### src/cdconv_pkg.sv
// Field layout, calendar constants, reciprocal multipliers and tables of the converter.
`timescale 1ns / 1ps

package cdconv_pkg;

  typedef enum logic {
    ACT_FROM_CIVIL = 1'b0,
    ACT_FROM_COUNT = 1'b1
  } action_t;

  // Field widths.
  localparam int DC_W    = 26;
  localparam int SOD_W   = 17;
  localparam int YR_IN_W = 17;
  localparam int YR_W    = 18;
  localparam int MO_W    = 4;
  localparam int DY_W    = 5;
  localparam int WD_W    = 3;
  localparam int HR_W    = 5;
  localparam int MI_W    = 6;
  localparam int SC_W    = 6;

  // Slave tdata layout, lowest field first.
  localparam int IN_DC_LSB  = 0;
  localparam int IN_SOD_LSB = IN_DC_LSB + DC_W;
  localparam int IN_YR_LSB  = IN_SOD_LSB + SOD_W;
  localparam int IN_MO_LSB  = IN_YR_LSB + YR_IN_W;
  localparam int IN_DY_LSB  = IN_MO_LSB + MO_W;
  localparam int IN_HR_LSB  = IN_DY_LSB + DY_W;
  localparam int IN_MI_LSB  = IN_HR_LSB + HR_W;
  localparam int IN_SC_LSB  = IN_MI_LSB + MI_W;
  localparam int IN_END     = IN_SC_LSB + SC_W;
  localparam int S_TDATA_W  = ((IN_END + 7) / 8) * 8;

  // Master tdata layout, lowest field first.
  localparam int OUT_DC_LSB  = 0;
  localparam int OUT_SOD_LSB = OUT_DC_LSB + DC_W;
  localparam int OUT_YR_LSB  = OUT_SOD_LSB + SOD_W;
  localparam int OUT_MO_LSB  = OUT_YR_LSB + YR_W;
  localparam int OUT_DY_LSB  = OUT_MO_LSB + MO_W;
  localparam int OUT_WD_LSB  = OUT_DY_LSB + DY_W;
  localparam int OUT_HR_LSB  = OUT_WD_LSB + WD_W;
  localparam int OUT_MI_LSB  = OUT_HR_LSB + HR_W;
  localparam int OUT_SC_LSB  = OUT_MI_LSB + MI_W;
  localparam int OUT_END     = OUT_SC_LSB + SC_W;
  localparam int M_TDATA_W   = ((OUT_END + 7) / 8) * 8;

  // Calendar constants.
  localparam int DAYS_PER_ERA  = 146097;
  localparam int LAST_ERA_DAY  = 146096;
  localparam int CENT_DAYS     = 36524;
  localparam int QUAD_DAYS     = 1460;
  localparam int DAYS_PER_YEAR = 365;
  localparam int YEARS_PER_ERA = 400;
  localparam int DAYS_TO_EPOCH = 719468;
  localparam int SECS_PER_DAY  = 86400;
  localparam int SECS_PER_HOUR = 3600;
  localparam int SECS_PER_MIN  = 60;

  // Whole eras added so that the floor divisions work on non-negative values.
  localparam int YEAR_ERA_BIAS = 165;
  localparam int DAY_ERA_BIAS  = 230;
  localparam int YEAR_BIAS     = YEAR_ERA_BIAS * YEARS_PER_ERA;
  localparam int CIV_DAY_BIAS  = YEAR_ERA_BIAS * DAYS_PER_ERA + DAYS_TO_EPOCH;
  localparam int ZB_BIAS       = DAY_ERA_BIAS * DAYS_PER_ERA + DAYS_TO_EPOCH;
  localparam int ERA_YEAR_BIAS = DAY_ERA_BIAS * YEARS_PER_ERA;

  // Reciprocals m = ceil(2^s / d) with s = N + ceil(log2 d): exact floor(x / d) for x < 2^N.
  localparam int ERA_Y_SHIFT = 27;
  localparam logic [18:0] ERA_Y_MUL = 19'(((64'd1 << ERA_Y_SHIFT) + 64'(YEARS_PER_ERA)
                                          - 64'd1) / 64'(YEARS_PER_ERA));
  localparam int ERA_D_SHIFT = 45;
  localparam logic [27:0] ERA_D_MUL = 28'(((64'd1 << ERA_D_SHIFT) + 64'(DAYS_PER_ERA)
                                          - 64'd1) / 64'(DAYS_PER_ERA));
  localparam int HOUR_SHIFT = 29;
  localparam logic [17:0] HOUR_MUL = 18'(((64'd1 << HOUR_SHIFT) + 64'(SECS_PER_HOUR)
                                         - 64'd1) / 64'(SECS_PER_HOUR));
  localparam int MIN_SHIFT = 18;
  localparam logic [12:0] MIN_MUL = 13'(((64'd1 << MIN_SHIFT) + 64'(SECS_PER_MIN)
                                        - 64'd1) / 64'(SECS_PER_MIN));
  localparam int QUAD_SHIFT = 29;
  localparam logic [18:0] QUAD_MUL = 19'(((64'd1 << QUAD_SHIFT) + 64'(QUAD_DAYS)
                                         - 64'd1) / 64'(QUAD_DAYS));
  localparam int YEAR_SHIFT = 27;
  localparam logic [18:0] YEAR_MUL = 19'(((64'd1 << YEAR_SHIFT) + 64'(DAYS_PER_YEAR)
                                         - 64'd1) / 64'(DAYS_PER_YEAR));

  // First day of each month within a March-based year: (153 * mp + 2) / 5.
  function automatic logic [8:0] month_offset(input logic [3:0] mp);
    case (mp)
      4'd0:    return 9'd0;
      4'd1:    return 9'd31;
      4'd2:    return 9'd61;
      4'd3:    return 9'd92;
      4'd4:    return 9'd122;
      4'd5:    return 9'd153;
      4'd6:    return 9'd184;
      4'd7:    return 9'd214;
      4'd8:    return 9'd245;
      4'd9:    return 9'd275;
      4'd10:   return 9'd306;
      4'd11:   return 9'd337;
      4'd12:   return 9'd367;
      default: return 9'd0;
    endcase
  endfunction

  // Whole centuries in a year of era (0 to 399).
  function automatic logic [1:0] century_of(input logic [8:0] yoe);
    return 2'(yoe >= 9'd100) + 2'(yoe >= 9'd200) + 2'(yoe >= 9'd300);
  endfunction

endpackage

### src/civil_date_day_count_converter.sv
// Civil date and day count converter, an eleven-register pipeline.
// Each item passes stage registers p0 to p9 and then m_tdata, where m_tvalid offers it.
// Throughput: one transfer per cycle unless all stages are full and m_tready is low.
// A stage holds its item only while the next is full; empty stages fill as the output waits.
// Depth is set by the chain of reciprocal multiplies (year era, day era, year of era).
// Reset: rst (synchronous, active high) clears the stage valid flags; data is not reset.
`timescale 1ns / 1ps

module civil_date_day_count_converter (
  input  logic                             clk,
  input  logic                             rst,
  input  logic                             s_tvalid,
  output logic                             s_tready,
  // in_day_count, in_second_of_day, in_year, in_month, in_day, in_hour, in_minute, in_second
  input  logic [cdconv_pkg::S_TDATA_W-1:0] s_tdata,
  // action
  input  logic                             s_tuser,
  output logic                             m_tvalid,
  input  logic                             m_tready,
  // out_day_count, out_second_of_day, out_year, out_month, out_day, out_weekday,
  // out_hour, out_minute, out_second
  output logic [cdconv_pkg::M_TDATA_W-1:0] m_tdata
);

  localparam int NSTAGE = 11;

  logic [NSTAGE-1:0] vld;
  logic [NSTAGE-1:0] adv;

  // A stage loads when it is empty or the stage after it loads in the same cycle.
  assign adv[NSTAGE-1] = !vld[NSTAGE-1] || m_tready;
  for (genvar g = 0; g < NSTAGE - 1; g++) begin : g_ready
    assign adv[g] = !vld[g] || adv[g+1];
  end

  assign s_tready = adv[0];
  assign m_tvalid = vld[NSTAGE-1];

  always_ff @(posedge clk) begin
    if (rst) begin
      vld <= '0;
    end else begin
      if (adv[0]) begin
        vld[0] <= s_tvalid;
      end
      for (int i = 1; i < NSTAGE; i++) begin
        if (adv[i]) begin
          vld[i] <= vld[i-1];
        end
      end
    end
  end

  // Stage registers.
  cdconv_pkg::action_t p0_act, p1_act, p2_act, p3_act;
  logic [25:0] p0_dc, p1_dc, p2_dc, p3_dc;
  logic [16:0] p0_sod;
  logic [16:0] p0_yr;
  logic [3:0]  p0_mo;
  logic [4:0]  p0_dy;
  logic [4:0]  p0_hr;
  logic [5:0]  p0_mi;
  logic [5:0]  p0_sc;

  logic [17:0] p1_yb;
  logic [8:0]  p1_qy;
  logic [9:0]  p1_doy;
  logic [16:0] p1_sod, p2_sod, p3_sod, p4_sod, p5_sod, p6_sod, p7_sod, p8_sod, p9_sod;

  logic [26:0] p2_era, p3_era;
  logic [8:0]  p2_yoe;
  logic [9:0]  p2_doy;
  logic        p2_carry, p3_carry;
  logic [18:0] p3_doe;

  logic [25:0] p4_days, p5_days, p6_days, p7_days, p8_days, p9_days;
  logic [26:0] p5_zb;
  logic [8:0]  p5_qz, p6_qz, p7_qz, p8_qz, p9_qz;
  logic [4:0]  p5_hour, p6_hour, p7_hour, p8_hour, p9_hour;
  logic [5:0]  p5_oct;
  logic [17:0] p6_doe, p7_doe, p8_doe;
  logic [2:0]  p6_wd, p7_wd, p8_wd, p9_wd;
  logic [11:0] p6_rem, p7_rem;
  logic [5:0]  p7_min, p8_min, p9_min;
  logic [17:0] p7_nyr;
  logic [5:0]  p8_sec, p9_sec;
  logic [8:0]  p8_yoe, p9_yoe;
  logic [8:0]  p9_doy;

  // Stage 1: shift to a March-based year, era of the year, day of year, seconds of day.
  logic        early;
  logic [17:0] yr_adj;
  logic [17:0] yb;
  logic [36:0] yb_prod;
  logic [3:0]  mp_in;
  logic [9:0]  doy_civ;
  logic [16:0] sod_civ;
  logic [16:0] sod_raw;

  always_comb begin
    early   = (p0_mo <= 4'd2);
    yr_adj  = {p0_yr[16], p0_yr} - {17'd0, early};
    yb      = yr_adj + 18'(cdconv_pkg::YEAR_BIAS);
    yb_prod = 37'(yb) * 37'(cdconv_pkg::ERA_Y_MUL);
    mp_in   = early ? p0_mo + 4'd9 : p0_mo - 4'd3;
    doy_civ = 10'(cdconv_pkg::month_offset(mp_in)) + 10'(p0_dy) - 10'd1;
    sod_civ = 17'(p0_hr) * 17'(cdconv_pkg::SECS_PER_HOUR)
            + 17'(p0_mi) * 17'(cdconv_pkg::SECS_PER_MIN) + 17'(p0_sc);
    sod_raw = (p0_act == cdconv_pkg::ACT_FROM_COUNT) ? p0_sod : sod_civ;
  end

  // Stage 2: year of era, era in days, carry of whole days out of the seconds.
  logic [8:0]  yoe_civ;
  logic [26:0] era_prod;
  logic        carry;
  logic [16:0] sod_norm;

  always_comb begin
    yoe_civ  = 9'(p1_yb - 18'(p1_qy) * 18'(cdconv_pkg::YEARS_PER_ERA));
    era_prod = 27'(p1_qy) * 27'(cdconv_pkg::DAYS_PER_ERA);
    carry    = (p1_sod >= 17'(cdconv_pkg::SECS_PER_DAY));
    sod_norm = carry ? p1_sod - 17'(cdconv_pkg::SECS_PER_DAY) : p1_sod;
  end

  // Stage 3: day of era from the civil fields (may be -1 for day zero of March).
  logic [18:0] doe_civ;

  always_comb begin
    doe_civ = 19'(p2_yoe) * 19'(cdconv_pkg::DAYS_PER_YEAR) + 19'(p2_yoe[8:2])
            - 19'(cdconv_pkg::century_of(p2_yoe)) + {{9{p2_doy[9]}}, p2_doy};
  end

  // Stage 4: final day count, wrapped to its field width.
  logic [25:0] days_civ;
  logic [25:0] days_base;
  logic [25:0] days_sum;

  always_comb begin
    days_civ  = 26'(p3_era) + {{7{p3_doe[18]}}, p3_doe} - 26'(cdconv_pkg::CIV_DAY_BIAS);
    days_base = (p3_act == cdconv_pkg::ACT_FROM_COUNT) ? p3_dc : days_civ;
    days_sum  = days_base + 26'(p3_carry);
  end

  // Stage 5: era of the day count, hour, octal digit sum for the weekday.
  logic [26:0] zb;
  logic [54:0] zb_prod;
  logic [34:0] hr_prod;
  logic [26:0] days_ext;
  logic [5:0]  oct_sum;

  always_comb begin
    zb       = {p4_days[25], p4_days} + 27'(cdconv_pkg::ZB_BIAS);
    zb_prod  = 55'(zb) * 55'(cdconv_pkg::ERA_D_MUL);
    hr_prod  = 35'(p4_sod) * 35'(cdconv_pkg::HOUR_MUL);
    days_ext = {1'b0, p4_days};
    oct_sum  = '0;
    // Eight is one modulo seven, so the octal digits sum to the same residue.
    for (int k = 0; k < 9; k++) begin
      oct_sum = oct_sum + 6'(days_ext[3*k +: 3]);
    end
  end

  // Stage 6: day of era, seconds left in the hour, weekday.
  logic [17:0] doe;
  logic [11:0] rem_h;
  logic [3:0]  oct2;
  logic [3:0]  m7a;
  logic [2:0]  um7;
  logic [2:0]  weekday;

  always_comb begin
    doe   = 18'(p5_zb - 27'(p5_qz) * 27'(cdconv_pkg::DAYS_PER_ERA));
    rem_h = 12'(p5_sod - 17'(p5_hour) * 17'(cdconv_pkg::SECS_PER_HOUR));
    oct2  = 4'(p5_oct[5:3]) + 4'(p5_oct[2:0]);
    m7a   = (oct2 >= 4'd7) ? oct2 - 4'd7 : oct2;
    um7   = (m7a == 4'd7) ? 3'd0 : m7a[2:0];
    // A negative count is 2^26 below its bit pattern, and 2^26 leaves four modulo seven,
    // which cancels the epoch offset of four (1970-01-01 was a Thursday).
    if (p5_days[25]) begin
      weekday = um7;
    end else begin
      weekday = (um7 >= 3'd3) ? um7 - 3'd3 : um7 + 3'd4;
    end
  end

  // Stage 7: day of era with leap days removed, minute.
  logic [36:0] quad_prod;
  logic [6:0]  quads;
  logic [2:0]  cents;
  logic [17:0] nyr;
  logic [24:0] min_prod;

  always_comb begin
    quad_prod = 37'(p6_doe) * 37'(cdconv_pkg::QUAD_MUL);
    quads     = quad_prod[cdconv_pkg::QUAD_SHIFT +: 7];
    cents     = 3'(p6_doe >= 18'(cdconv_pkg::CENT_DAYS))
              + 3'(p6_doe >= 18'(2 * cdconv_pkg::CENT_DAYS))
              + 3'(p6_doe >= 18'(3 * cdconv_pkg::CENT_DAYS))
              + 3'(p6_doe >= 18'(cdconv_pkg::LAST_ERA_DAY));
    nyr       = p6_doe - 18'(quads) + 18'(cents)
              - 18'(p6_doe == 18'(cdconv_pkg::LAST_ERA_DAY));
    min_prod  = 25'(p6_rem) * 25'(cdconv_pkg::MIN_MUL);
  end

  // Stage 8: year of era, second.
  logic [36:0] yr_prod;
  logic [5:0]  sec;

  always_comb begin
    yr_prod = 37'(p7_nyr) * 37'(cdconv_pkg::YEAR_MUL);
    sec     = 6'(p7_rem - 12'(p7_min) * 12'(cdconv_pkg::SECS_PER_MIN));
  end

  // Stage 9: day of the March-based year.
  logic [8:0] doy;

  always_comb begin
    doy = 9'(p8_doe - (18'(p8_yoe) * 18'(cdconv_pkg::DAYS_PER_YEAR) + 18'(p8_yoe[8:2])
                       - 18'(cdconv_pkg::century_of(p8_yoe))));
  end

  // Stage 10: month, day and year, packed into the output register.
  logic [3:0]  mp_out;
  logic [4:0]  day_out;
  logic [3:0]  month_out;
  logic [17:0] year_out;
  logic [cdconv_pkg::M_TDATA_W-1:0] m_tdata_next;

  always_comb begin
    mp_out = '0;
    for (int k = 1; k < 12; k++) begin
      mp_out = mp_out + 4'(p9_doy >= cdconv_pkg::month_offset(4'(k)));
    end
    day_out   = 5'(p9_doy - cdconv_pkg::month_offset(mp_out) + 9'd1);
    month_out = (mp_out < 4'd10) ? mp_out + 4'd3 : mp_out - 4'd9;
    year_out  = 18'(20'(p9_qz) * 20'(cdconv_pkg::YEARS_PER_ERA) + 20'(p9_yoe)
                    - 20'(cdconv_pkg::ERA_YEAR_BIAS) + 20'(mp_out >= 4'd10));

    m_tdata_next = '0;
    m_tdata_next[cdconv_pkg::OUT_DC_LSB  +: cdconv_pkg::DC_W]  = p9_days;
    m_tdata_next[cdconv_pkg::OUT_SOD_LSB +: cdconv_pkg::SOD_W] = p9_sod;
    m_tdata_next[cdconv_pkg::OUT_YR_LSB  +: cdconv_pkg::YR_W]  = year_out;
    m_tdata_next[cdconv_pkg::OUT_MO_LSB  +: cdconv_pkg::MO_W]  = month_out;
    m_tdata_next[cdconv_pkg::OUT_DY_LSB  +: cdconv_pkg::DY_W]  = day_out;
    m_tdata_next[cdconv_pkg::OUT_WD_LSB  +: cdconv_pkg::WD_W]  = p9_wd;
    m_tdata_next[cdconv_pkg::OUT_HR_LSB  +: cdconv_pkg::HR_W]  = p9_hour;
    m_tdata_next[cdconv_pkg::OUT_MI_LSB  +: cdconv_pkg::MI_W]  = p9_min;
    m_tdata_next[cdconv_pkg::OUT_SC_LSB  +: cdconv_pkg::SC_W]  = p9_sec;
  end

  always_ff @(posedge clk) begin
    if (adv[0]) begin
      p0_act <= cdconv_pkg::action_t'(s_tuser);
      p0_dc  <= s_tdata[cdconv_pkg::IN_DC_LSB  +: cdconv_pkg::DC_W];
      p0_sod <= s_tdata[cdconv_pkg::IN_SOD_LSB +: cdconv_pkg::SOD_W];
      p0_yr  <= s_tdata[cdconv_pkg::IN_YR_LSB  +: cdconv_pkg::YR_IN_W];
      p0_mo  <= s_tdata[cdconv_pkg::IN_MO_LSB  +: cdconv_pkg::MO_W];
      p0_dy  <= s_tdata[cdconv_pkg::IN_DY_LSB  +: cdconv_pkg::DY_W];
      p0_hr  <= s_tdata[cdconv_pkg::IN_HR_LSB  +: cdconv_pkg::HR_W];
      p0_mi  <= s_tdata[cdconv_pkg::IN_MI_LSB  +: cdconv_pkg::MI_W];
      p0_sc  <= s_tdata[cdconv_pkg::IN_SC_LSB  +: cdconv_pkg::SC_W];
    end
    if (adv[1]) begin
      p1_act <= p0_act;
      p1_dc  <= p0_dc;
      p1_yb  <= yb;
      p1_qy  <= yb_prod[cdconv_pkg::ERA_Y_SHIFT +: 9];
      p1_doy <= doy_civ;
      p1_sod <= sod_raw;
    end
    if (adv[2]) begin
      p2_act   <= p1_act;
      p2_dc    <= p1_dc;
      p2_era   <= era_prod;
      p2_yoe   <= yoe_civ;
      p2_doy   <= p1_doy;
      p2_sod   <= sod_norm;
      p2_carry <= carry;
    end
    if (adv[3]) begin
      p3_act   <= p2_act;
      p3_dc    <= p2_dc;
      p3_era   <= p2_era;
      p3_doe   <= doe_civ;
      p3_sod   <= p2_sod;
      p3_carry <= p2_carry;
    end
    if (adv[4]) begin
      p4_days <= days_sum;
      p4_sod  <= p3_sod;
    end
    if (adv[5]) begin
      p5_days <= p4_days;
      p5_sod  <= p4_sod;
      p5_zb   <= zb;
      p5_qz   <= zb_prod[cdconv_pkg::ERA_D_SHIFT +: 9];
      p5_hour <= hr_prod[cdconv_pkg::HOUR_SHIFT +: 5];
      p5_oct  <= oct_sum;
    end
    if (adv[6]) begin
      p6_days <= p5_days;
      p6_sod  <= p5_sod;
      p6_doe  <= doe;
      p6_qz   <= p5_qz;
      p6_wd   <= weekday;
      p6_hour <= p5_hour;
      p6_rem  <= rem_h;
    end
    if (adv[7]) begin
      p7_days <= p6_days;
      p7_sod  <= p6_sod;
      p7_doe  <= p6_doe;
      p7_qz   <= p6_qz;
      p7_wd   <= p6_wd;
      p7_hour <= p6_hour;
      p7_rem  <= p6_rem;
      p7_min  <= min_prod[cdconv_pkg::MIN_SHIFT +: 6];
      p7_nyr  <= nyr;
    end
    if (adv[8]) begin
      p8_days <= p7_days;
      p8_sod  <= p7_sod;
      p8_doe  <= p7_doe;
      p8_qz   <= p7_qz;
      p8_wd   <= p7_wd;
      p8_hour <= p7_hour;
      p8_min  <= p7_min;
      p8_sec  <= sec;
      p8_yoe  <= yr_prod[cdconv_pkg::YEAR_SHIFT +: 9];
    end
    if (adv[9]) begin
      p9_days <= p8_days;
      p9_sod  <= p8_sod;
      p9_qz   <= p8_qz;
      p9_wd   <= p8_wd;
      p9_hour <= p8_hour;
      p9_min  <= p8_min;
      p9_sec  <= p8_sec;
      p9_yoe  <= p8_yoe;
      p9_doy  <= doy;
    end
    if (adv[10]) begin
      m_tdata <= m_tdata_next;
    end
  end

endmodule

### config.mk
export PLATFORM = sky130hd
export DESIGN_NAME = civil_date_day_count_converter
export DESIGN_NICKNAME = d
export VERILOG_FILES = /design/src/cdconv_pkg.sv /design/src/civil_date_day_count_converter.sv
export SDC_FILE = /design/constraint.sdc
export NUM_CORES = 2
export LEC_CHECK = 0
export BUFFER_PORTS_ARGS = -buffer_cell sky130_fd_sc_hd__buf_2
export CAP_MARGIN = 5
export CORE_ASPECT_RATIO = 1.4
export CORE_MARGIN = 4
export CORE_UTILIZATION = 55
export DETAILED_ROUTE_END_ITERATION = 8
export GPL_ROUTABILITY_DRIVEN = 0
export PLACE_DENSITY = 0.81
export SLEW_MARGIN = 20
export SYNTH_ARGS = -nofsm -noshare
export SYNTH_HDL_FRONTEND = slang
export SYNTH_SLANG_ARGS = --single-unit
### constraint.sdc
create_clock -name clk -period 15.08 [get_ports clk]
set_clock_uncertainty 0.1 [all_clocks]
set_input_delay 0 -clock clk [delete_from_list [all_inputs] [get_ports clk]]
set_output_delay 0 -clock clk [all_outputs]
set_load 0.005 [all_outputs]
==> summary.md <==
| Metric | Value |
|---|---|
| Outcome | `complete, no violations` |
| Cell count after synthesis | `6405` |
| Most used cell, CP | `fa_1` |
| Initial antenna violation count | `1` |
| CTS clk-pin slew, worst paths | `0.06 ns` |
| CP Data Required Time | `15.43 ns` |
| Die height | `456 µm` |
| Final Max Tran Viols | `0` |
| CP top delay family | `adder cells` |
| Initial cell density of the core | `55.3%` |
| Routed WL | `162 mm` |
| Worst Setup Path Type | `reg2reg` |
| Vias in the first global route | `52.9k` |
| Sink Count | `918` |
| Skew-Pair Late Insertion Delay | `0.70 ns` |
| Mapped Area | `78800 µm²` |
| Final Hold Fails | `0` |
| Post-DP HPWL | `130 mm` |
| Number of enable flip-flop cells after synthesis | `907` |
| #FFs+latches synth | `918` |
| # port buffers | `182` |
| Fin crit period | `10.53 ns` |
| Sequential fraction of the synthesis area | `34.8%` |
| 1st-iter DRT viols | `2266` |
| Post-synth top area cell | `edfxtp_1` |
| Layout cell share with drive strength beyond 1 | `5.93%` |
| Average size of a mapped cell | `12.3 µm²` |
| Critical Path AT | `10.89 ns` |
| Main synth FF type | `edfxtp_1` |
| Global-route wire length before repair | `267 mm` |
| RSZ-0062 raised after global routing | `false` |
| Critical path peak fanout | `8` |
| Slew @ Worst Pin | `1.11 ns` |
| Post-CTS setup buffers | `0` |
| Final Instance Area | `87100 µm²` |
| Total negative setup slack | `0 ns` |
| Wirelength per Cell | `18.3 µm` |
| Min-Delay Path Class | `in2reg` |
| Commonest non-fill, non-tap cell in the layout | `inv_1` |
| Maxcap violations | `0` |
| Post-synth top area share | `34.5%` |
| H-tree levels | `3` |
| Post-synth cell types | `86` |
| Core area | `143000 µm²` |
| DP Area | `82200 µm²` |
| Crit-path max cell delay | `0.74 ns` |
| Setup violators final | `0` |
| Worst path slowest cell | `xnor2_1` |
| Yosys warns | `0` |
| Total gr overflow | `0` |
| Routed vias/inst | `5.36` |
| Largest net degree at the start of global routing | `91` |
| Buf/Inv on CP | `2` |
| Total CTS buffers | `89` |
| Num rows | `164` |
| Die area | `150000 µm²` |
| Async SR Flop Fraction | `0%` |
| Period utilization | `69.9%` |
| Root buf cell | `clkbuf_16` |
| NumNets Final | `9202` |
| Total GRT Usage | `22.4%` |
| Crit path launch type | `flop` |
| ANT nets after route | `0` |
| F_max | `94.9 MHz` |
| TritonRoute pass-1 iters | `7` |
| Crit end category | `flop` |
| CTS max path bufs | `3` |
| Via count | `47.3k` |
| Worst slew margin | `25.3%` |
| Ports | `191` |
| Worst hold margin | `0.119 ns` |
| Die width | `328 µm` |
| TritonCTS clock tree | `yes` |
| Synth area leaders | `edfxtp_1 (35%), ha_1 (22%), fa_1 (22%)` |
| Synthesis-to-layout area growth | `10.5%` |
| Leading cell types in the layout, fill and taps excluded | `inv_1 (1578), ha_1 (1407), edfxtp_1 (907), fa_1 (861), xnor2_1 (225)` |
| Residual DRC | `0` |
==> synthesized netlist by cell type (all sizes together) (48+ instances only) <==
library cell,instances
inv,1582
a21o,91
o21ai,109
nor2,175
nand2,108
xnor2,225
xor2,91
nor3,48
nand3,55
fa,861
edfxtp,907
ha,1407
a21oi,187
==> registers in the layout, summed over array words and instances (netlist names), 18 cells and up <==
| name | count |
|---|---|
| p7_nyr | 18 |
| p5_days | 26 |
| p6_days | 26 |
| p2_era | 26 |
| p2_dc | 26 |
| p3_doe | 19 |
| p4_days | 26 |
| p9_days | 26 |
| p8_days | 26 |
| p3_era | 26 |
| p1_dc | 26 |
| p7_days | 26 |
| m_tdata | 88 |
| p6_doe | 18 |
| p3_dc | 26 |
| p0_dc | 26 |
==> layer usage <==
| layer | track usage (%) | routed length, µm |
|---|---|---|
| met1 | 23.6 | 56200 |
| met2 | 41.9 | 87100 |
| met3 | 2.47 | 6100 |
| met4 | 14.5 | 12400 |
| met5 | 0 | 0 |
==> worst reg2reg max path: cells and delay by family (launching register included) <==
family	cells	cell delay (ns)
xor gates and xnor gates	2	0.87
AOI/OAI and AO/OA	7	2.30
DFF	1	0.60
adders and majority gates	9	4.13
buffers and inverters	2	0.36
and+or+nand+nor	9	1.92
==> worst paths after layout <==
kind         startpoint    endpoint  slack, ns  depth (start not counted)
max reg2reg  p4_days[1]    p5_qz[8]       4.55                         29
max          p4_days[1]    p5_qz[8]       4.55                         29
min reg2reg  p9_days[9]  m_tdata[9]       0.27                          0
min                 rst      vld[2]       0.12                          3
==> what timing repair did <==
| action | CTS | global route |
|---|---|---|
| hold buffers | 179 | 0 |
| gates resized for setup | 0 | 0 |
| hold endpoints to repair | 134 | 0 |
==> cells by family after synthesis <==
| logic type | count (synthesis) | share of synthesized area (%) |
|---|---|---|
| AO/OA/AOI/OAI | 663 | 5.63 |
| adder cells (fa/ha/maj) | 2269 | 44.2 |
| multiplexers | 14 | 0.195 |
| other | 1 | 0.00476 |
| XOR/XNOR | 316 | 3.51 |
| flip-flops | 918 | 34.8 |
| AND/OR/NAND/NOR | 600 | 3.85 |
| buffers and inverters | 1624 | 7.78 |
==> per-stage QoR <==
step	utilization, %	cells	worst slack, ns
final	61.1	8822	4.55
after global routing	61.1	8822	4.11
after CTS	61.0	8818	4.50
after detailed placement	57.6	8477	4.54
after global placement	57.6	8477	4.71
after floorplan	-	6410	6.22
==> layout make-up <==
type / count / area (µm²)
Clock inverter: 54 / 736
Fill cell: 10387 / 55500
Multi-Input combinational cell: 3868 / 45300
Sequential cell: 918 / 27500
Antenna cell: 1 / 2.50
Clock buffer: 108 / 2320
Inverter: 1582 / 5940
Tap cell: 1909 / 2390
Timing Repair Buffer: 382 / 2920
Power is not shown: default switching activity piles up to over one toggle a cycle in this logic, so the estimate is an artifact.
